### src/rtl/core/hsbsca_pkg.sv
// ============================================================================
// hsbsca_pkg
// Shared types and constants of the selective hue/saturation/brightness unit.
// ============================================================================
package hsbsca_pkg;

    // Register file geometry
    localparam int NUM_BANDS = 7;
    localparam int ADDR_W    = 5;
    localparam int DATA_W    = 32;
    localparam int ADJ_W     = 25;

    // Register indexes: master band first, then the six color bands
    typedef enum logic [2:0] {
        REG_MASTER,
        REG_RED,
        REG_YELLOW,
        REG_GREEN,
        REG_CYAN,
        REG_BLUE,
        REG_MAGENTA
    } reg_idx_t;

    // One band's packed deltas, hue in the low bits
    typedef struct packed {
        logic signed [7:0] val;
        logic signed [7:0] sat;
        logic signed [8:0] hue;
    } adj_t;

    typedef adj_t [NUM_BANDS-1:0] adj_bank_t;

endpackage

### src/rtl/core/hsbsca_cfg.sv
// ============================================================================
// hsbsca_cfg
// APB register file holding the packed deltas of the master and color bands.
// ============================================================================
module hsbsca_cfg (
    input  logic                           clk,
    input  logic                           rst_n,
    input  logic                           psel,
    input  logic                           penable,
    input  logic                           pwrite,
    input  logic [hsbsca_pkg::ADDR_W-1:0]  paddr,
    input  logic [hsbsca_pkg::DATA_W-1:0]  pwdata,
    output logic [hsbsca_pkg::DATA_W-1:0]  prdata,
    output hsbsca_pkg::adj_bank_t          adj
);
    import hsbsca_pkg::*;

    adj_t       adj_reg [NUM_BANDS];
    logic [2:0] idx;
    logic       idx_ok;
    logic       wr_en;

    // word index, writes beyond the last register are dropped
    assign idx    = paddr[ADDR_W-1:2];
    assign idx_ok = (idx <= REG_MAGENTA);
    assign wr_en  = psel && penable && pwrite && idx_ok;

    always_ff @(posedge clk or negedge rst_n)
    begin
        if (!rst_n)
        begin
            for (int i = 0; i < NUM_BANDS; i++)
            begin
                adj_reg[i] <= '0;
            end
        end
        else if (wr_en)
        begin
            adj_reg[idx] <= adj_t'(pwdata[ADJ_W-1:0]);
        end
    end

    // read back, zero-extended
    assign prdata = idx_ok ? DATA_W'(adj_reg[idx]) : '0;

    always_comb
    begin
        for (int i = 0; i < NUM_BANDS; i++)
        begin
            adj[i] = adj_reg[i];
        end
    end

endmodule

### config.mk
export PLATFORM = sky130hd
export DESIGN_NAME = hsbsca_cfg
export DESIGN_NICKNAME = d
export VERILOG_FILES = /design/src/rtl/core/hsbsca_pkg.sv /design/src/rtl/core/hsbsca_cfg.sv
export SDC_FILE = /design/constraint.sdc
export NUM_CORES = 1
export LEC_CHECK = 0
export ABC_AREA = 1
export BUFFER_PORTS_ARGS = -buffer_cell sky130_fd_sc_hd__buf_2
export CAP_MARGIN = 10
export CORE_ASPECT_RATIO = 0.75
export CORE_MARGIN = 2
export CORE_UTILIZATION = 45
export CTS_BUF_LIST = sky130_fd_sc_hd__clkbuf_8
export DETAILED_ROUTE_END_ITERATION = 7
export GPL_ROUTABILITY_DRIVEN = 0
export PLACE_DENSITY = 0.71
export SYNTH_ARGS = -nofsm -noshare
export SYNTH_HDL_FRONTEND = slang
export SYNTH_SLANG_ARGS = --single-unit
### constraint.sdc
create_clock -name clk -period 1.3 [get_ports clk]
set_clock_uncertainty 0.2 [all_clocks]
set_input_delay 0.065 -clock clk [delete_from_list [all_inputs] [get_ports clk]]
set_output_delay 0.065 -clock clk [all_outputs]
set_load 0.1 [all_outputs]
==> out/results.env, run 1 <==
HPWLAFTERDP_UM=26000
FLOORPLAN.DIE_AREA_UM2=20500
CRITPATHARRIVALTIME_NS=1.83
MAPPEDNETLISTAREA_UM2=8710
NFILLCELLS=495
SYNTH_AREA_LEADER='sky130_fd_sc_hd__dfrtp_1'
GROUTE.LAYER.MET1.USAGE=0.567
GRT_UTIL_ALL_LAYERS=0.423
SYNTH_EDF_COUNT=0
COREAREA_UM2=19200
GRT_ANTENNA_BEFORE_REPAIR=3
OUTCOME='complete, but fails checks'
WORSTSKEWPAIRLATENCY_NS=0.52
TIMING.CRITICAL_PATH.FANOUT_MAX=2
CHIPWIDTH_UM=165
CRITPATHCAPTURETYPE='output port'
CLKSLEWWORSTSETUPHOLDPATHS_NS=0.11
DRT_WL_TOTAL_UM=55800
CRIT_TOP_CELL='sky130_fd_sc_hd__nand2_2'
VIAS_IN_THE_FIRST_GLOBAL_ROUTE=11100
HOLD_WS_NS=-0.205
NUM_VIAS=12600
FLOP_TO_FLOP_SETUP_SLACK_NS=-0.24
CTS_NUM_SINKS=175
DIE-HEIGHT_UM=124
SYNTH_TOP_FAMILY_BY_AREA='simple AND/OR/NAND/NOR gates'
NUMBER_OF_FLIP_FLOPS_IN_THE_LARGEST_REGISTER=175
POWER_DENSITY_nW_PER_UM2=1870
CLASS_OF_THE_TIGHTEST_HOLD_OR_REMOVAL_CHECK='in2async'
MEAN_CELL_AREA_OF_THE_MAPPED_NETLIST_UM2=7.36
CLOCK_TREE.ROOT_CELL='sky130_fd_sc_hd__clkbuf_8'
YS_TOP_CELLS_BY_COUNT='642 x sky130_fd_sc_hd__nand2_1, 175 x sky130_fd_sc_hd__dfrtp_1, 151 x sky130_fd_sc_hd__o21ai_0'
POST_SYNTH_FA_HA_MAJ_AREA_FRACTION=0
REQUIRED_NS=1.03
WORSTREGTOREGCELLS=5
POST-ROUTE-DRC-COUNT=12
DEPTH_OF_THE_CTS_H_TREE=4
AVGROUTEDWIREPERCELL_UM=28.9
SYNTHCELLS=1183
FIN_NETS=1706
STD_CELL_ROWS=44
TIMING_WORST_SETUP_PATH_TYPE='reg2out'
CTS_BUFFERS=17
UNREPAIRED_SETUP_ENDPOINTS_AFTER_GLOBAL_ROUTING='yes'
POSTSYNTHREGISTERBITS=175
GRT_MAX_DEGREE=53
TRITONCTS='built'
MIN_PERIOD_NS=2.10
GRT.MET2_USAGE=0.636
GLOBAL_ROUTE_WIRE_LENGTH_BEFORE_REPAIR_UM=65400
FINALWORSTSETUPSLACK_NS=-0.796
POST_SYNTHESIS_MUX_AREA_SHARE=0
SYNTH_TOP_AREA_FRAC=0.503
TIMING_HOLD_VIOLATIONS_FINAL=20
SYNTHARSTFLOPSHARE=1.00
DOMINANTREGCELLSYNTH='sky130_fd_sc_hd__dfrtp_1'
VIOLATIONS='design-rule violations, negative hold slack, negative setup slack'
MAXCAPVIOLATIONS=0
FINALCOREUTILIZATION=0.949
WORSTPATHCELLLIST='nand2_1 -> nand2_2 -> nand2_1 -> nand2_2 -> nand2_2 -> nand2_8 -> buf_12'
NUM_IO_PINS=249
POST-ROUTE-PERIOD-UTIL=1.61
R2R_START='adj[66]$_DFFE_PN0P_'
REGTOREGENDPOINT='adj[66]$_DFFE_PN0P_'
SYNTH.YOSYS.WARNINGS=0
GRT_OVERFLOW_TOTAL=0
FINAL_LAYOUT_SIZE_SUFFIX_GT1_FRAC=0.575
SYNTH_TOP_AREA_CELLS='sky130_fd_sc_hd__dfrtp_1 50%, sky130_fd_sc_hd__nand2_1 28%, sky130_fd_sc_hd__o21ai_0 8.7%, sky130_fd_sc_hd__inv_1 2.6%, sky130_fd_sc_hd__nand3_1 1.8%'
SYNTHXORXNORAREAFRAC=0
VDD_IR_DROP_MAX_mV=1.64
DR.FIRST_ITER.DRC_COUNT=2118
SYNTH_SEQ_AREA_SHARE=0.503
SYNTH_SIMPLE_GATE_AREA_SHARE=0.315
POST_CTS_HOLD_BUFFER_COUNT=28
GROWTH_OF_DESIGN_AREA_FROM_SYNTHESIS_TO_FINISH_PCT=109
CLOCK_TREE.BUFFER_DEPTH=2
NUMBER_OF_UNIQUE_STANDARD_CELL_TYPES_USED_BY_SYNTHESIS=21
CRITICAL-PATH-SLOWEST-CELL='sky130_fd_sc_hd__dfrtp_4'
FINALSETUPVIOLCOUNT=229
YOSYS.CELL_COUNT.TOP_TYPE='sky130_fd_sc_hd__nand2_1'
GLOBALROUTE.BUSIESTLAYER='met2'
CLOCK.FMAX_MHz=477
CRIT_PATH_MAX_INCR_DELAY_NS=0.52
SYNTH-COMPOUND-AREA-SHARE=0.101
INITIAL_CORE_UTIL=0.455
PORT_BUFFERS=232
NUMBER_OF_MAX_SLEW_VIOLATIONS_IN_THE_FINAL_REPORT=0
FIRSTDRTPASSITERS=8
GLOBALROUTEMET3UTIL=0.133
STANDBY_LEAKAGE_POWER_uW=0.00865
VIASPERCELL=6.51
DRT.ANTENNA.VIOLATING_NETS=0
SETUP.WORST_PATH.START_CLASS='flip-flop'
logic make-up (layout without fill, tap and decap cells):
family,Yosys count,in the layout
AND/OR/NAND/NOR,688,688
AO/OA/AOI/OAI,175,175
flip-flops,175,175
buffers and inverters,144,632
other,1,9
final cells by class:
cell class	instances	area, um2	area share
tap	253	317	0.0174
antenna	2	5.00	0.000275
timing repair buffer	537	7520	0.414
sequential	175	4990	0.274
inverter	63	256	0.0141
clock buffer	18	248	0.0136
clock inverter	14	113	0.00619
multi-input combinational	870	4730	0.260
power breakdown:
part	internal [uW]	switching (uW)	total [uW]
logic	7920	13800	21700
registers	7050	1280	8340
clock network	1400	2480	3880
layout by cell type (no fill, tap or decap):
| cell type | count |
|---|---|
| sky130_fd_sc_hd__nor2_2 | 1 |
| sky130_fd_sc_hd__dlymetal6s4s_1 | 1 |
| sky130_fd_sc_hd__buf_12 | 225 |
| sky130_fd_sc_hd__dfrtp_4 | 155 |
| sky130_fd_sc_hd__diode_2 | 2 |
| sky130_fd_sc_hd__conb_1 | 7 |
| sky130_fd_sc_hd__clkinv_4 | 5 |
| sky130_fd_sc_hd__inv_2 | 23 |
| sky130_fd_sc_hd__inv_1 | 35 |
| sky130_fd_sc_hd__nand2_8 | 25 |
| sky130_fd_sc_hd__inv_4 | 6 |
| sky130_fd_sc_hd__dlygate4sd3_1 | 27 |
| sky130_fd_sc_hd__buf_6 | 182 |
| sky130_fd_sc_hd__clkbuf_8 | 18 |
| sky130_fd_sc_hd__nand2_4 | 43 |
| sky130_fd_sc_hd__nand2_2 | 133 |
| sky130_fd_sc_hd__o21ai_1 | 24 |
| sky130_fd_sc_hd__nand3_4 | 2 |
| sky130_fd_sc_hd__buf_4 | 71 |
| sky130_fd_sc_hd__nor2_8 | 2 |
| sky130_fd_sc_hd__clkinvlp_4 | 4 |
| sky130_fd_sc_hd__nor2_4 | 3 |
| sky130_fd_sc_hd__nand3_2 | 11 |
| sky130_fd_sc_hd__nand2_1 | 441 |
| sky130_fd_sc_hd__o21ai_0 | 151 |
| sky130_fd_sc_hd__dfrtp_2 | 20 |
| sky130_fd_sc_hd__inv_6 | 2 |
| sky130_fd_sc_hd__inv_8 | 2 |
| sky130_fd_sc_hd__nand3_1 | 27 |
| sky130_fd_sc_hd__buf_2 | 31 |
worst max path at each step:
stage,start,end,slack (ns)
6_report,adj[33]$_DFFE_PN0P_,prdata[8],-0.80
2_1_floorplan,adj[39]$_DFFE_PN0P_,prdata[14],-0.09
5_1_grt,adj[78]$_DFFE_PN0P_,prdata[3],-0.82
3_5_place_dp,paddr[2],adj[45]$_DFFE_PN0P_,-0.30
4_1_cts,adj[93]$_DFFE_PN0P_,prdata[18],-0.57
3_3_place_gp,paddr[2],prdata[2],-0.19
routing by layer:
| metal | up-vias | wire length [um] |
|---|---|---|
| met3 | 536 | 8690 |
| met2 | 1494 | 23800 |
| met1 | 5914 | 17900 |
| met4 | 0 | 5390 |
| met5 | - | 0 |
| li1 | 4629 | - |
critical path, delay by kind of cell (launching register included):
kind / cells / cell delay [ns]
buf+inv: 1 / 0.16
flops: 1 / 0.52
simple gates: 6 / 0.64
metrics by stage:
| stage | setup WS (ns) | std cells | TNS, ns | total power [uW] | instance area [um2] |
|---|---|---|---|---|---|
| finish | -0.796 | 1932 | -66.81 | 33900 | 18200 |
| global route | -0.824 | 1931 | -69.19 | 34300 | 18200 |
| CTS | -0.570 | 1871 | -52.74 | 31200 | 17200 |
| detailed placement | -0.302 | 1800 | -26.73 | 26600 | 15700 |
| global placement | -0.191 | 1800 | -19.14 | 26300 | 15700 |
| floorplan | -0.0924 | 1189 | -2.21 | 18500 | 9820 |
timing repair:
item                       CTS  global route
pin swaps                   42            42
resized for setup          237           226
setup buffers               36           128
setup endpoints to repair  200           204
hold endpoints to repair   350            20
(Power assumes the default switching activity.)
==> inputs of run 2 (changes only) <==
Settings changed: ABC_AREA 1 to not set, PLACE_DENSITY 0.71 to 0.72.
==> run 2 against run 1 <==
- the flow now stops in clock tree synthesis
- area after synthesis is 7.3% lower
- synthesized cell count down 53%
==> out/results.env, run 2 <==
DOMINANTREGCELLSYNTH='sky130_fd_sc_hd__dfrtp_1'
CTS_BUFFERS=17  # unchanged
OUTCOME='stopped before the end'
POST_SYNTHESIS_MUX_AREA_SHARE=0.321  # +0.321
INITIAL_CORE_UTIL=0.458  # +0.00381
SYNTHXORXNORAREAFRAC=0  # unchanged
SYNTH_TOP_FAMILY_BY_AREA='multiplexers'
STD_CELL_ROWS=42  # -4.5%
NUMBER_OF_UNIQUE_STANDARD_CELL_TYPES_USED_BY_SYNTHESIS=34  # +62%
PLACED_CELLS=1229  # -32%
CTS_SETUP_BUFFERS=86  # +140%
MAPPEDNETLISTAREA_UM2=8070  # -7.3%
POST_CTS_HOLD_BUFFER_COUNT=26  # -7.1%
SYNTH_AREA_LEADER='sky130_fd_sc_hd__dfrtp_1'
CLOCK_TREE.ROOT_CELL='sky130_fd_sc_hd__clkbuf_8'
SYNTH_SIMPLE_GATE_AREA_SHARE=0.0312  # -0.284
CTS_NUM_SINKS=175  # unchanged
YS_TOP_CELLS_BY_COUNT='175 x sky130_fd_sc_hd__dfrtp_1, 167 x sky130_fd_sc_hd__mux2_2, 24 x sky130_fd_sc_hd__a22oi_1'
HPWLAFTERDP_UM=24900  # -4.4%
DIE-HEIGHT_UM=120  # -3.6%
TOOLERRORMSG='[ERROR DPL-0033] detailed placement checks failed during check placement.'
FAILED_STAGE='clock tree synthesis'
NUM_IO_PINS=249  # unchanged
SYNTHARSTFLOPSHARE=1.00  # unchanged
SYNTH.YOSYS.WARNINGS=0  # unchanged
CLOCK_TREE.BUFFER_DEPTH=2  # unchanged
SYNTH_SEQ_AREA_SHARE=0.543  # +0.0398
SYNTH_EDF_COUNT=0  # unchanged
SYNTH_TOP_AREA_FRAC=0.543  # +0.0398
SYNTH_TOP_AREA_CELLS='sky130_fd_sc_hd__dfrtp_1 54%, sky130_fd_sc_hd__mux2_2 23%, sky130_fd_sc_hd__mux2_4 3.7%, sky130_fd_sc_hd__mux4_2 3.3%, sky130_fd_sc_hd__a22oi_1 2.2%'
PORT_BUFFERS=232  # unchanged
SYNTHCELLS=551  # -53%
SYNTH-COMPOUND-AREA-SHARE=0.0678  # -0.0328
DP_SLACK_NS=-0.567  # -0.265 ns
POSTCTSRESIZEDCELLS=227  # -4.2%
YOSYS.CELL_COUNT.TOP_TYPE='sky130_fd_sc_hd__dfrtp_1'
CHIPWIDTH_UM=159  # -3.7%
MEAN_CELL_AREA_OF_THE_MAPPED_NETLIST_UM2=14.6  # +99%
POSTSYNTHREGISTERBITS=175  # unchanged
POST_SYNTH_FA_HA_MAJ_AREA_FRACTION=0  # unchanged
DEPTH_OF_THE_CTS_H_TREE=4  # unchanged
-- run 2: cell types whose count changed after synthesis, sizes merged, moves of 12 or more --
cell / previous run / this run
mux2: 0 / 195
nand3: 40 / 8
a22oi: 0 / 24
o21ai: 175 / 13
buf: 51 / 31
clkbuf: 30 / 16
inv: 63 / 3
mux4: 0 / 12
nand2: 642 / 14
-- run 2: per-stage QoR --
stage                util  area, um2
floorplan               -       9770
global placement    0.899      15800
detailed placement  0.899      15800
-- run 2: kinds of logic after synthesis --
logic type | count (synthesis)
other cells | 1
buf+inv | 50
flops | 175
simple gates | 39
mux | 212
compound gates | 74
==> inputs of run 3 (changes only) <==
Settings changed: CORE_ASPECT_RATIO 0.75 to not set, CORE_UTILIZATION 45 to 30, CTS_BUF_LIST sky130_fd_sc_hd__clkbuf_8 to not set, PLACE_DENSITY 0.72 to not set, PLACE_DENSITY_LB_ADDON set to 0.15.
==> run 3 against run 2 <==
- the flow now finishes, with violations (negative hold slack, negative setup slack)
- synthesized cell count unchanged
- area after synthesis unchanged
==> out/results.env, run 3 <==
OUTCOME='complete, but fails checks'
VIOLATIONS='negative hold slack, negative setup slack'
STANDBY_LEAKAGE_POWER_uW=0.00790
FINAL_LAYOUT_SIZE_SUFFIX_GT1_FRAC=0.937
YOSYS.CELL_COUNT.TOP_TYPE='sky130_fd_sc_hd__dfrtp_1'
SYNTH_EDF_COUNT=0  # unchanged
SETUP.WORST_PATH.START_CLASS='flip-flop'
GLOBAL_ROUTE_WIRE_LENGTH_BEFORE_REPAIR_UM=49000
INITIAL_CORE_UTIL=0.303  # -0.156
MIN_PERIOD_NS=2.01
FINALSETUPVIOLCOUNT=218
CHIPWIDTH_UM=168  # +5.9%
DOMINANTREGCELLSYNTH='sky130_fd_sc_hd__dfrtp_1'
DRT_WL_TOTAL_UM=32300
NUM_VIAS=7036
HOLD_WS_NS=-0.109
TRITONCTS='built'
REGAREA_UM2=4850
VIASPERCELL=4.88
MOST_COMMON_LIBRARY_CELL_IN_THE_LAYOUT_IGNORING_FILL_AND_TAPS='sky130_fd_sc_hd__buf_12'
NUMBER_OF_FLIP_FLOPS_IN_THE_LARGEST_REGISTER=175
GRT_UTIL_ALL_LAYERS=0.230
SYNTH_TOP_AREA_FRAC=0.543  # unchanged
INSERTEDDIODECOUNT=0
POST_CTS_HOLD_BUFFER_COUNT=26  # unchanged
GRT_OVERFLOW_TOTAL=0
FLOORPLAN.DIE_AREA_UM2=28200
POST-ROUTE-DRC-COUNT=0
NFILLCELLS=1757
FIN_NETS=1130
GROWTH_OF_DESIGN_AREA_FROM_SYNTHESIS_TO_FINISH_PCT=126
PORT_BUFFERS=232  # unchanged
MULTI_INPUT_COMB_AREA_UM2=4660
FINALCOREUTILIZATION=0.684
MAPPEDNETLISTAREA_UM2=8070  # unchanged
CTS_NUM_SINKS=175  # unchanged
CLOCK_TREE.ROOT_CELL='sky130_fd_sc_hd__clkbuf_16'
REQUIRED_NS=1.03
CLKSLEWWORSTSETUPHOLDPATHS_NS=0.08
FINAL-INSTANCE-COUNT-EXCL-FILL=1442
CLASS_OF_THE_TIGHTEST_HOLD_OR_REMOVAL_CHECK='in2async'
MOST-COMMON-LAYOUT-CELLS='220 x sky130_fd_sc_hd__buf_12, 188 x sky130_fd_sc_hd__buf_6, 173 x sky130_fd_sc_hd__mux2_4'
GRT_MAX_DEGREE=39
AVGROUTEDWIREPERCELL_UM=22.4
SYNTH_TOP_AREA_CELLS='sky130_fd_sc_hd__dfrtp_1 54%, sky130_fd_sc_hd__mux2_2 23%, sky130_fd_sc_hd__mux2_4 3.7%, sky130_fd_sc_hd__mux4_2 3.3%, sky130_fd_sc_hd__a22oi_1 2.2%'
TIMING_HOLD_VIOLATIONS_FINAL=25
SYNTH_SEQ_AREA_SHARE=0.543  # unchanged
PLACED_CELLS=1324  # +7.7%
MEAN_CELL_AREA_OF_THE_MAPPED_NETLIST_UM2=14.6  # unchanged
NUMBER_OF_MAX_SLEW_VIOLATIONS_IN_THE_FINAL_REPORT=0
DIE-HEIGHT_UM=168  # +40%
SYNTH.YOSYS.WARNINGS=0  # unchanged
CTS_BUFFERS=17  # unchanged
CLOCK.FMAX_MHz=497
SYNTHARSTFLOPSHARE=1.00  # unchanged
COREAREA_UM2=26700
CRITPATHCAPTURETYPE='output port'
NUMBER_OF_UNIQUE_STANDARD_CELL_TYPES_USED_BY_SYNTHESIS=34  # unchanged
MAXCAPVIOLATIONS=0
HPWLAFTERDP_UM=22100  # -11%
CRITPATHARRIVALTIME_NS=1.75
FIRSTDRTPASSITERS=5
DR.FIRST_ITER.DRC_COUNT=270
POSTSYNTHREGISTERBITS=175  # unchanged
FINALWORSTSETUPSLACK_NS=-0.711
WORSTSKEWPAIRLATENCY_NS=0.42
CLOCK_TREE.BUFFER_DEPTH=2  # unchanged
UNREPAIRED_SETUP_ENDPOINTS_AFTER_GLOBAL_ROUTING='yes'
VDD_IR_DROP_MAX_mV=1.33
TIMING_WORST_SETUP_PATH_TYPE='reg2out'
VIAS_IN_THE_FIRST_GLOBAL_ROUTE=7996
YS_TOP_CELLS_BY_COUNT='175 x sky130_fd_sc_hd__dfrtp_1, 167 x sky130_fd_sc_hd__mux2_2, 24 x sky130_fd_sc_hd__a22oi_1'
DEPTH_OF_THE_CTS_H_TREE=4  # unchanged
GRT_ANTENNA_BEFORE_REPAIR=0
SETUP_TOTAL_NEGATIVE_SLACK_NS=-39.92
STD_CELL_ROWS=60  # +43%
DRT.ANTENNA.VIOLATING_NETS=0
SYNTHCELLS=551  # unchanged
NUM_IO_PINS=249  # unchanged
TIMING.CRITICAL_PATH.FANOUT_MAX=2
POWER_DENSITY_nW_PER_UM2=1930
POST-ROUTE-PERIOD-UTIL=1.55
SYNTH_AREA_LEADER='sky130_fd_sc_hd__dfrtp_1'
-- run 3: cell counts after synthesis --
Identical to the previous run, type by type.
-- run 3: per-layer routing --
layer	wire length (um)	GRT usage
met1	13900	0.295
met2	16000	0.391
met4	819	0.0802
met5	0	0
met3	1540	0.0440
-- run 3: layout make-up --
cell class	instances	area share
Multi-Input combinational cell	332	0.255
Sequential cell	175	0.266
Tap cell	341	0.0234
Inverter	3	0.000618
Timing Repair Buffer	559	0.420
Clock inverter	15	0.0108
Clock buffer	17	0.0233
-- run 3: stage by stage --
stage          cell area [um2]  setup WS [ns]  total power [uW]
5_1_grt                  18200         -0.790             36200
6_report                 18200         -0.711             35100
3_5_place_dp             15900         -0.599             28000
4_1_cts                  17800         -0.712             34800
3_3_place_gp             15900         -0.587             27800
2_1_floorplan             9770         -0.446             19600
-- run 3: logic make-up (layout without fill, tap and decap cells) --
group / count (synthesis) / count (layout) / share of synthesized area
compound gates: 74 / 74 / 0.0678
buf+inv: 50 / 594 / 0.0369
flops: 175 / 175 / 0.543
simple gates: 39 / 39 / 0.0312
mux: 212 / 212 / 0.321
other cells: 1 / 7 / 0.000465
-- run 3: path summary, 6_finish.rpt --
path,from,endpoint,slack (ns),cells after the start
worst min register to register,adj[84]$_DFFE_PN0P_,adj[84]$_DFFE_PN0P_,0.38,1
worst max-delay path,adj[74]$_DFFE_PN0P_,prdata[24],-0.71,4
worst min-delay path,rst_n,adj[94]$_DFFE_PN0P_,-0.11,2
min in group clk,paddr[3],adj[132]$_DFFE_PN0P_,0.10,4
worst max register to register,adj[27]$_DFFE_PN0P_,adj[27]$_DFFE_PN0P_,-0.10,4
max in group asynchronous,rst_n,adj[43]$_DFFE_PN0P_,0.44,3
-- run 3: what timing repair did --
action	CTS	global route
pin swaps	15	28
endpoints found under the setup margin	237	218
endpoints found under the hold margin	350	25
cloned	0	1
setup buffers	40	114
resized for setup	223	98
-- run 3: report_power, final --
group	internal, uW	switching (uW)
combinational	9290	12600
sequential	6980	912
clock	2940	2450
total	19200	15900
-- run 3: critical path: stages, from the launching register on --
cell                       delay, ns
sky130_fd_sc_hd__dfrtp_4        0.48
sky130_fd_sc_hd__a222oi_1       0.35
sky130_fd_sc_hd__buf_4          0.18
sky130_fd_sc_hd__o221ai_4       0.12
sky130_fd_sc_hd__buf_12         0.18
